[src/hw/rtl/stq_pkg.sv]
// package for the sorted timer expiry queue: opcodes, status codes, command types
package stq_pkg;
  localparam int DepthDefault = 16;
  localparam int MaxOut = 16;
  localparam int IdW = 16;
  localparam int TimeW = 32;

  localparam logic [1:0] OP_ADD = 2'd0;
  localparam logic [1:0] OP_ADJUST = 2'd1;
  localparam logic [1:0] OP_DELETE = 2'd2;
  localparam logic [1:0] OP_TICK = 2'd3;

  localparam logic [1:0] ST_OK = 2'd0;
  localparam logic [1:0] ST_FULL = 2'd1;
  localparam logic [1:0] ST_UNKNOWN = 2'd2;
  localparam logic [1:0] ST_DUP = 2'd3;

  localparam logic KIND_STATUS = 1'b0;
  localparam logic KIND_EXPIRED = 1'b1;

  typedef struct packed {
    logic load;
    logic remove;
    logic insert;
    logic pop;
  } stq_cmd_t;

  typedef struct packed {
    logic found;
    logic full;
    logic next_due;
    logic head_due;
  } stq_stat_t;
endpackage

[src/hw/rtl/stq_datapath.sv]
// datapath: sorted chain of id and expiry registers with parallel compare
module stq_datapath import stq_pkg::*; #(
  parameter int DEPTH = DepthDefault
) (
  input  logic             clk,
  input  logic             rst,
  input  stq_cmd_t         cmd,
  input  logic [IdW-1:0]   in_id,
  input  logic [TimeW-1:0] in_exp,
  input  logic [TimeW-1:0] in_now,
  output stq_stat_t        stat,
  output logic [IdW-1:0]   head_id
);
  localparam int CW = $clog2(DEPTH + 1);

  logic [TimeW-1:0] exp_q [DEPTH];
  logic [IdW-1:0]   id_q  [DEPTH];
  logic [CW-1:0]    count;
  logic [IdW-1:0]   r_id;
  logic [TimeW-1:0] r_exp;
  logic [TimeW-1:0] r_now;
  logic [DEPTH-1:0] valid_v, hit_v, gt_v;

  always_comb begin
    for (int k = 0; k < DEPTH; k++) begin
      valid_v[k] = CW'(k) < count;
      hit_v[k] = valid_v[k] && (id_q[k] == r_id);
      gt_v[k] = valid_v[k] && (exp_q[k] > r_exp);
    end
  end

  assign stat.found = |hit_v;
  assign stat.full = count == CW'(DEPTH);
  assign stat.next_due = (count > CW'(1)) && (exp_q[1] <= r_now);
  assign stat.head_due = (count != '0) && (exp_q[0] <= r_now);
  assign head_id = id_q[0];

  // remove shifts tail up over the hit (or head for pop); insert shifts down from first later
  always_ff @(posedge clk) begin
    if (cmd.load) begin
      r_id <= in_id;
      r_exp <= in_exp;
      r_now <= in_now;
    end
    if (cmd.remove || cmd.pop) begin
      for (int k = 0; k < DEPTH - 1; k++) begin
        if (cmd.pop || (|(hit_v & ((DEPTH)'(1) << k | ((DEPTH)'(1) << k) - 1)))) begin
          exp_q[k] <= exp_q[k+1];
          id_q[k] <= id_q[k+1];
        end
      end
    end else if (cmd.insert) begin
      if (gt_v[0] || !valid_v[0]) begin
        exp_q[0] <= r_exp;
        id_q[0] <= r_id;
      end
      for (int k = 1; k < DEPTH; k++) begin
        if (gt_v[k-1]) begin
          exp_q[k] <= exp_q[k-1];
          id_q[k] <= id_q[k-1];
        end else if ((gt_v[k] || !valid_v[k]) && valid_v[k-1]) begin
          exp_q[k] <= r_exp;
          id_q[k] <= r_id;
        end
      end
    end
  end

  always_ff @(posedge clk) begin
    if (rst) begin
      count <= '0;
    end else if (cmd.remove || cmd.pop) begin
      count <= count - CW'(1);
    end else if (cmd.insert) begin
      count <= count + CW'(1);
    end
  end
endmodule

[src/hw/rtl/stq_ctrl.sv]
// controller: sequences operations and drives the output register
module stq_ctrl import stq_pkg::*; (
  input  logic           clk,
  input  logic           rst,
  input  logic           in_valid,
  input  logic [1:0]     in_op,
  input  logic [IdW-1:0] in_id,
  output logic           in_stall,
  output stq_cmd_t       cmd,
  input  stq_stat_t      stat,
  input  logic [IdW-1:0] head_id,
  output logic           out_valid,
  input  logic           out_stall,
  output logic           result_kind,
  output logic [IdW-1:0] result_id,
  output logic [1:0]     status,
  output logic           last_of_run
);
  typedef enum logic [1:0] {S_IDLE, S_EXEC, S_ADD2, S_TICK} state_t;
  localparam int NW = $clog2(MaxOut + 1);

  state_t state;
  logic [1:0] op;
  logic [IdW-1:0] id;
  logic [NW-1:0] npop;
  logic obuf_free;
  logic more;
  logic emit;

  assign obuf_free = !out_valid || !out_stall;
  assign in_stall = state != S_IDLE;
  assign more = stat.next_due && (npop < NW'(MaxOut - 1));
  assign emit = obuf_free && (state == S_EXEC || (state == S_TICK && stat.head_due));

  always_comb begin
    cmd = '0;
    cmd.load = state == S_IDLE && in_valid;
    unique case (state)
      S_EXEC: begin
        if (obuf_free && (op == OP_ADJUST || op == OP_DELETE)) cmd.remove = stat.found;
        if (obuf_free && op == OP_ADD) cmd.insert = !stat.found && !stat.full;
      end
      S_ADD2: cmd.insert = 1'b1;
      S_TICK: cmd.pop = obuf_free && stat.head_due;
      default: ;
    endcase
  end

  always_ff @(posedge clk) begin
    if (rst) begin
      state <= S_IDLE;
      out_valid <= 1'b0;
      op <= OP_ADD;
      npop <= '0;
    end else begin
      if (emit) out_valid <= 1'b1;
      else if (!out_stall) out_valid <= 1'b0;
      unique case (state)
        S_IDLE: if (in_valid) begin
          op <= in_op;
          id <= in_id;
          npop <= '0;
          state <= in_op == OP_TICK ? S_TICK : S_EXEC;
        end
        S_EXEC: if (obuf_free) begin
          result_kind <= KIND_STATUS;
          result_id <= id;
          last_of_run <= 1'b1;
          if (op == OP_ADD) status <= stat.found ? ST_DUP : (stat.full ? ST_FULL : ST_OK);
          else status <= stat.found ? ST_OK : ST_UNKNOWN;
          state <= (op == OP_ADJUST && stat.found) ? S_ADD2 : S_IDLE;
        end
        S_ADD2: state <= S_IDLE;
        S_TICK: if (!stat.head_due) begin
          state <= S_IDLE;
        end else if (obuf_free) begin
          result_kind <= KIND_EXPIRED;
          result_id <= head_id;
          status <= ST_OK;
          npop <= npop + NW'(1);
          last_of_run <= !more;
          if (!more) state <= S_IDLE;
        end
        default: state <= S_IDLE;
      endcase
    end
  end
endmodule

[src/hw/rtl/sorted_timer_expiry_queue.sv]
// top level of the sorted timer expiry queue
// Holds up to DEPTH timers (id, expiry) kept in ascending expiry order; equal
// expiries keep arrival order. Input beats carry operation, timer_id,
// expire_time and current_time under in_valid/in_stall; result beats carry
// result_kind, result_id, status and last_of_run under out_valid/out_stall.
// Add and delete capture the item, then do a parallel compare over the
// register chain and at most one shift; adjust removes, then inserts.
// A tick pops one due entry per cycle from the head of the chain while the
// output is not stalled, at most 16 per tick, marking the last with
// last_of_run; a tick with nothing due gives no beat. One item is worked on
// at a time. Results go through a single output register; while a result
// is held by out_stall the controller waits (an adjust's insertion still goes
// ahead). Reset empties the queue at once; entry contents are not cleared.
module sorted_timer_expiry_queue import stq_pkg::*; #(
  parameter int DEPTH = DepthDefault
) (
  input  logic             clk,
  input  logic             rst,
  input  logic             in_valid,
  output logic             in_stall,
  input  logic [1:0]       operation,
  input  logic [IdW-1:0]   timer_id,
  input  logic [TimeW-1:0] expire_time,
  input  logic [TimeW-1:0] current_time,
  output logic             out_valid,
  input  logic             out_stall,
  output logic             result_kind,
  output logic [IdW-1:0]   result_id,
  output logic [1:0]       status,
  output logic             last_of_run
);
  stq_cmd_t cmd;
  stq_stat_t stat;
  logic [IdW-1:0] head_id;

  stq_datapath #(.DEPTH(DEPTH)) u_dp (
    .clk, .rst, .cmd, .in_id(timer_id), .in_exp(expire_time), .in_now(current_time),
    .stat, .head_id
  );

  stq_ctrl u_ctrl (
    .clk, .rst, .in_valid, .in_op(operation), .in_id(timer_id), .in_stall, .cmd, .stat,
    .head_id, .out_valid, .out_stall, .result_kind, .result_id, .status, .last_of_run
  );

  a_one_cmd: assert property (@(posedge clk) disable iff (rst)
    $countones({cmd.remove, cmd.insert, cmd.pop}) <= 1) else $error("commands overlap");
  a_pop_due: assert property (@(posedge clk) disable iff (rst)
    cmd.pop |-> stat.head_due) else $error("pop without due entry");
  a_ins_room: assert property (@(posedge clk) disable iff (rst)
    cmd.insert |-> !stat.full) else $error("insert into full chain");
  a_hold_stall: assert property (@(posedge clk) disable iff (rst)
    out_valid && out_stall |=> out_valid && $stable(result_id)) else $error("result lost");
endmodule
[config.mk]
export PLATFORM = sky130hd
export DESIGN_NAME = sorted_timer_expiry_queue
export DESIGN_NICKNAME = d
export VERILOG_FILES = /design/src/hw/rtl/stq_pkg.sv /design/src/hw/rtl/stq_datapath.sv /design/src/hw/rtl/stq_ctrl.sv /design/src/hw/rtl/sorted_timer_expiry_queue.sv
export SDC_FILE = /design/constraint.sdc
export NUM_CORES = 2
export LEC_CHECK = 0
export ABC_AREA = 1
export BUFFER_PORTS_ARGS = -buffer_cell sky130_fd_sc_hd__buf_2
export CAP_MARGIN = 5
export CORE_MARGIN = 2
export CORE_UTILIZATION = 55
export DETAILED_ROUTE_END_ITERATION = 16
export PLACE_DENSITY_LB_ADDON = 0.3
export SLEW_MARGIN = 10
export SYNTH_ARGS = -nofsm -noshare
export SYNTH_HDL_FRONTEND = slang
export SYNTH_SLANG_ARGS = --single-unit
export TNS_END_PERCENT = 50
[constraint.sdc]
create_clock -name clk -period 8.1 [get_ports clk]
set_input_delay 2.025 -clock clk [delete_from_list [all_inputs] [get_ports clk]]
set_output_delay 2.025 -clock clk [all_outputs]
set_load 0.03 [all_outputs]
=== Word level (Yosys, flattened, before mapping) ===
Memories as Yosys holds them, arrays and structs flattened.
Cells that the tools add are included.

* Magnitude comparators: 36
* Muxes and demuxes: 284
* $mul: 0
* Bitwise logic cells: 61
* Shift operators: 0
* Equal/unequal tests: 30
* Add/sub/neg operators: 3
* Div/mod/pow operators: 0
* Reduce and logical (&&, ||, !) cells: 141

{| class="wikitable"
|+ Operators with widths
! operator !! number
|-
| two-way mux 32 bit || 30
|-
| two-way mux 16 bit || 33
|-
| greater-than comparator 32 bit || 16
|-
| == test 16 bit || 16
|-
| two-way mux 1 bit || 196
|-
| less-or-equal comparator 32 bit || 2
|-
| OR 1 bit || 60
|-
| logical AND 1 bit || 58
|-
| < comparator 4 x 5 -> 1 bit (first input constant) || 8
|-
| logical OR 1 bit || 35
|-
| one-hot mux 16 bit (2 select lines) || 1
|-
| two-way mux 2 bit || 13
|-
| two-way mux 5 bit || 5
|-
| logical NOT 1 bit || 21
|-
| < comparator 3 x 5 -> 1 bit (first input constant) || 4
|-
| OR reduction 16 bit || 1
|-
| OR reduction 15 bit || 1
|-
| OR reduction 14 bit || 1
|-
| OR reduction 13 bit || 1
|-
| OR reduction 12 bit || 1
|-
| OR reduction 11 bit || 1
|-
| adder 5 x 1 -> 5 bit (second input constant) || 2
|-
| < comparator 1 x 5 -> 1 bit (first input constant) || 2
|-
| < comparator 2 x 5 -> 1 bit (first input constant) || 2
|-
| 30 further kinds || 45
|}

* Bits in writable memories: 768
* Bits in latches: 0
* ROM bits: 0
* Memories kept: 2
* Register bits after elaboration: 131
* Output and inout port bits: 22

{| class="wikitable"
|+ Memories
! memory !! words !! bits a word !! rd ports !! clocked after Yosys merged registers in !! write ports !! RTL line !! text
|-
| u_dp.exp_q || 16 || 32 || 16 || 0 || 16 || stq_datapath.sv:16 || <nowiki>logic [TimeW-1:0] exp_q [DEPTH];</nowiki>
|-
| u_dp.id_q || 16 || 16 || 16 || 0 || 16 || stq_datapath.sv:17 || <nowiki>logic [IdW-1:0] id_q [DEPTH];</nowiki>
|}

=== Logic depth before layout (Yosys ltp) ===
An unclocked memory read counts as a cell.

* Word-level depth: 13
* Mapped depth: 23

=== Cells and area by module ===
A second synthesis with hierarchy kept.

* Cells, all modules: 8492
* Area, all modules: 65615.4 um^2

{| class="wikitable"
|+ Modules (own cells, without submodules)
! module !! cells an instance !! times used !! seq. area each (um^2) !! area each (um^2)
|-
| stq_datapath || 8285 || 1 || 25564.5 || 63588.5
|-
| stq_ctrl || 207 || 1 || 1281.2 || 2026.9
|}

=== Worst setup path after synthesis ===
No wires, ideal clock.

* Path type: reg-to-reg
* From: register u_dp.r_exp[3]
* To: memory u_dp.exp_q[11][0] (netlist: u_dp.exp_q[0][352]), enable pin
* Library setup time: 520 ps
* Slack: 1103 ps
* Cell stages (with the launch flop): 18
* Arrival time: 6477 ps
* Period minus slack after synthesis: 6997 ps
* Cells stage by stage: edfxtp_1 -> inv_1 -> clkbuf_1 -> ha_1 -> a21oi_1 -> o21a_1 -> nor2_1 -> o21ai_0 -> nand2_1 -> nand2_1 -> nand2_1 -> nand2_1 -> nand2_1 -> a21oi_1 -> clkbuf_1 -> clkbuf_1 -> a31oi_1 -> o21ai_0

{| class="wikitable"
|+ RTL lines
! element !! RTL line !! text
|-
| start: declaration || stq_datapath.sv:20 || <nowiki>logic [TimeW-1:0] r_exp;</nowiki>
|-
| start signal: assignment || stq_datapath.sv:42 || <nowiki>r_exp <= in_exp;</nowiki>
|-
| end: declaration || stq_datapath.sv:16 ||
|}

==> impl_metrics.env <==
export IMPL_num_fill_cells=11258
export IMPL_synth_area_leaders="edfxtp_1 (39%), nand2_1 (17%), ha_1 (11%)"
export IMPL_synth_distinct_cells=50
export IMPL_vias=63293
export IMPL_num_rows=129
export IMPL_fin_ws_ns=2.25
export IMPL_cts_resized=0
export IMPL_postCtsHoldBufs=0
export IMPL_core_area_mm2=0.123
export IMPL_cellLeakagePower_uw=0.0343
export IMPL_place_hpwl_mm=156
export IMPL_cts_htree_levels=3
export IMPL_regArea_mm2=0.0268
export IMPL_max_slew_worst_pin_slew_ns=1.24
export IMPL_firstDrtPassIters=9
export IMPL_rsz0062_at_grt="false"
export IMPL_clock_latency_ns=0.74
export IMPL_powerDensity_mw_per_mm2=169
export IMPL_clk_pin_slew_ns=0.06
export IMPL_dieHeight_um=356
export IMPL_period_needed_ns=5.85
export IMPL_grt_pass1_wl_mm=334
export IMPL_slew_headroom_pct=17.6
export IMPL_antenna_found_initial=0
export IMPL_synth_edf_count=884
export IMPL_first_global_vias=59998
export IMPL_finalSetupViolCount=0
export IMPL_ys_flop_type="edfxtp_1"
export IMPL_finalHoldViolCount=0
export IMPL_cp_required_ns=8.71
export IMPL_worst_setup_path_end_kind="flop"
export IMPL_via_per_inst=6.02
export IMPL_drv_cap=0
export IMPL_critical_path_class="flop to flop"
export IMPL_ant_nets=0
export IMPL_worstHoldPathType="flop to flop"
export IMPL_layout_commonest_cell="nand2_1"
export IMPL_grt_max_degree=150
export IMPL_io_buffers=107
export IMPL_fp_dieW_um=356
export IMPL_min_period_over_period_pct=72.2
export IMPL_ys_seq_area_share_pct=39.5
export IMPL_final_cell_mix="nand2_1 (3130), inv_1 (936), edfxtp_1 (884), nand3_1 (813), nand4_1 (770)"
export IMPL_first_iter_violations=7294
export IMPL_synthCells=8992
export IMPL_dieArea_mm2=0.127
export IMPL_crit_path_start_kind="flop"
export IMPL_worst_path_max_fanout=149
export IMPL_syn_nets=9665
export IMPL_status="finished clean"
export IMPL_cts_buffers=106
export IMPL_syn_to_final_growth_pct=6.89
export IMPL_multiInputGateArea_mm2=0.0351
export IMPL_slew_viol_final=0
export IMPL_worstPathArrival_ns=6.45
export IMPL_cts_buffer_depth=3
export IMPL_place_gp_congestion=0.999
export IMPL_nets=9459
export IMPL_wl_per_cell_um=20.4
export IMPL_place_inst=10315
export IMPL_drc=0
export IMPL_async_reset_ff_share_pct=0
export IMPL_netlist_area_mm2=0.0680
export IMPL_n_antenna_cell=0
export IMPL_cts_setup_buffers=0
export IMPL_cts_sinks=899
export IMPL_grt_total_usage_pct=33.1
export IMPL_ys_seq_elements=899
export IMPL_setup_tns_ns=0
export IMPL_pin_count=108
export IMPL_max_clock_freq_ghz=0.171
export IMPL_synth_warnings=0
export IMPL_cts_root_buffer="clkbuf_16"
export IMPL_cts_tree="yes"
export IMPL_finClkSkew_ns=0.0295
export IMPL_yosys_area_top_type="edfxtp_1"
export IMPL_yosysTopAreaCellShare_pct=39.0
export IMPL_drive_above_1_share_pct=5.61
export IMPL_syn_avg_cell_area_um2=7.57
export IMPL_ir_drop_uv=177
export IMPL_final_cells=10511
export IMPL_wl_mm=215
export IMPL_initial_core_util_pct=55.2
export IMPL_grt_overflow=0
export IMPL_pre_cts_ws_ns=2.45
## synth_stat cells, types with 6 or more instances
cell type     n
nand2_1    3143
inv_1       937
edfxtp_1    884
nand3_1     823
nand4_1     770
ha_1        587
nor2_1      351
a21oi_1     320
o21ai_0     241
buf_2       229
clkbuf_1    199
buf_4       109
xnor2_1      64
xor2_1       53
nor3_1       45
nor4_1       33
o21a_1       25
inv_2        23
o211ai_1     22
buf_1        18
nand3b_1     16
dfxtp_1      15
a211oi_1     12
nor2_4        9
nor2_2        6
o21ai_1       6
o221ai_1      6
## final timing paths
check	cells after the start	to	slack, ns	start
worst min register to register	1	u_ctrl.npop[2]	0.48	u_ctrl.npop[2]
worst max-delay path	20	u_dp.exp_q[0][35]	2.25	u_dp.r_id[14]
worst min-delay path	1	u_ctrl.npop[2]	0.48	u_ctrl.npop[2]
worst max register to register	20	u_dp.exp_q[0][35]	2.25	u_dp.r_id[14]
## cells by family after synthesis
group                    share of synthesized area (%)
AO/OA/AOI/OAI                                     5.13
AND/OR/NAND/NOR                                   33.7
buffers and inverters                             9.44
XOR/XNOR                                          1.51
adder cells (fa/ha/maj)                           10.8
flip-flops                                        39.5
## per-stage QoR
| stage | util [%] | cell area, um^2 | hold WS, ns | total power, uW |
|---|---|---|---|---|
| final | 59.0 | 72700 | 0.479 | 12300 |
| after global routing | 59.0 | 72700 | 0.500 | 12700 |
| after CTS | 59.0 | 72700 | 0.482 | 12300 |
| after detailed placement | 56.2 | 69300 | 0.469 | 7380 |
| after global placement | 56.2 | 69300 | 0.458 | 7320 |
| after floorplan | - | 68000 | 0.443 | 6750 |
## state kept, by name (all words and copies together) (netlist names), 16 cells and up
signal / count
u_ctrl.result_id: 16
u_dp.r_now: 32
u_ctrl.id: 16
u_dp.id_q: 256
u_dp.r_exp: 32
u_dp.r_id: 16
u_dp.exp_q: 512
## worst max-delay path, cell delays in order (launching register included)
cell and delay (ns):
edfxtp_1 0.36, buf_4 0.27, inv_1 0.74, nand2_1 0.12
nand2_1 0.14, nor2_1 0.07, nand2_1 0.11, nor2_1 0.06
nand3_1 0.08, nand2_1 0.10, nor2_1 0.24, nand2_1 0.11
nor2_2 0.21, nand3_1 0.17, a21oi_4 0.23, buf_12 0.40
buf_4 0.58, nand3_2 0.97, nand2_1 0.34, nand3_1 0.11
nand2_1 0.08
## metal layers
| layer | share of wire [%] | GRT usage (%) | vias up |
|---|---|---|---|
| li1 | - | - | 29985 |
| met1 | 41 | 45.0 | 29464 |
| met4 | 4.2 | 14.6 | 0 |
| met3 | 9.3 | 4.46 | 477 |
| met2 | 45 | 52.8 | 3367 |
| met5 | 0 | 0 | - |
## report_power, final
group	internal [uW]	switching (uW)
Clock	2870	2060
Combinational	556	1520
Sequential	5200	78.1
## final cells by class
cell class | count | share of cell area, %
tap | 1637 | 2.82
timing repair buffer | 244 | 2.25
clock buffer | 130 | 3.89
clock inverter | 66 | 0.896
multi-input combinational | 6573 | 48.3
inverter | 962 | 4.97
sequential | 899 | 36.9
Power figures use the tool's default switching activity.
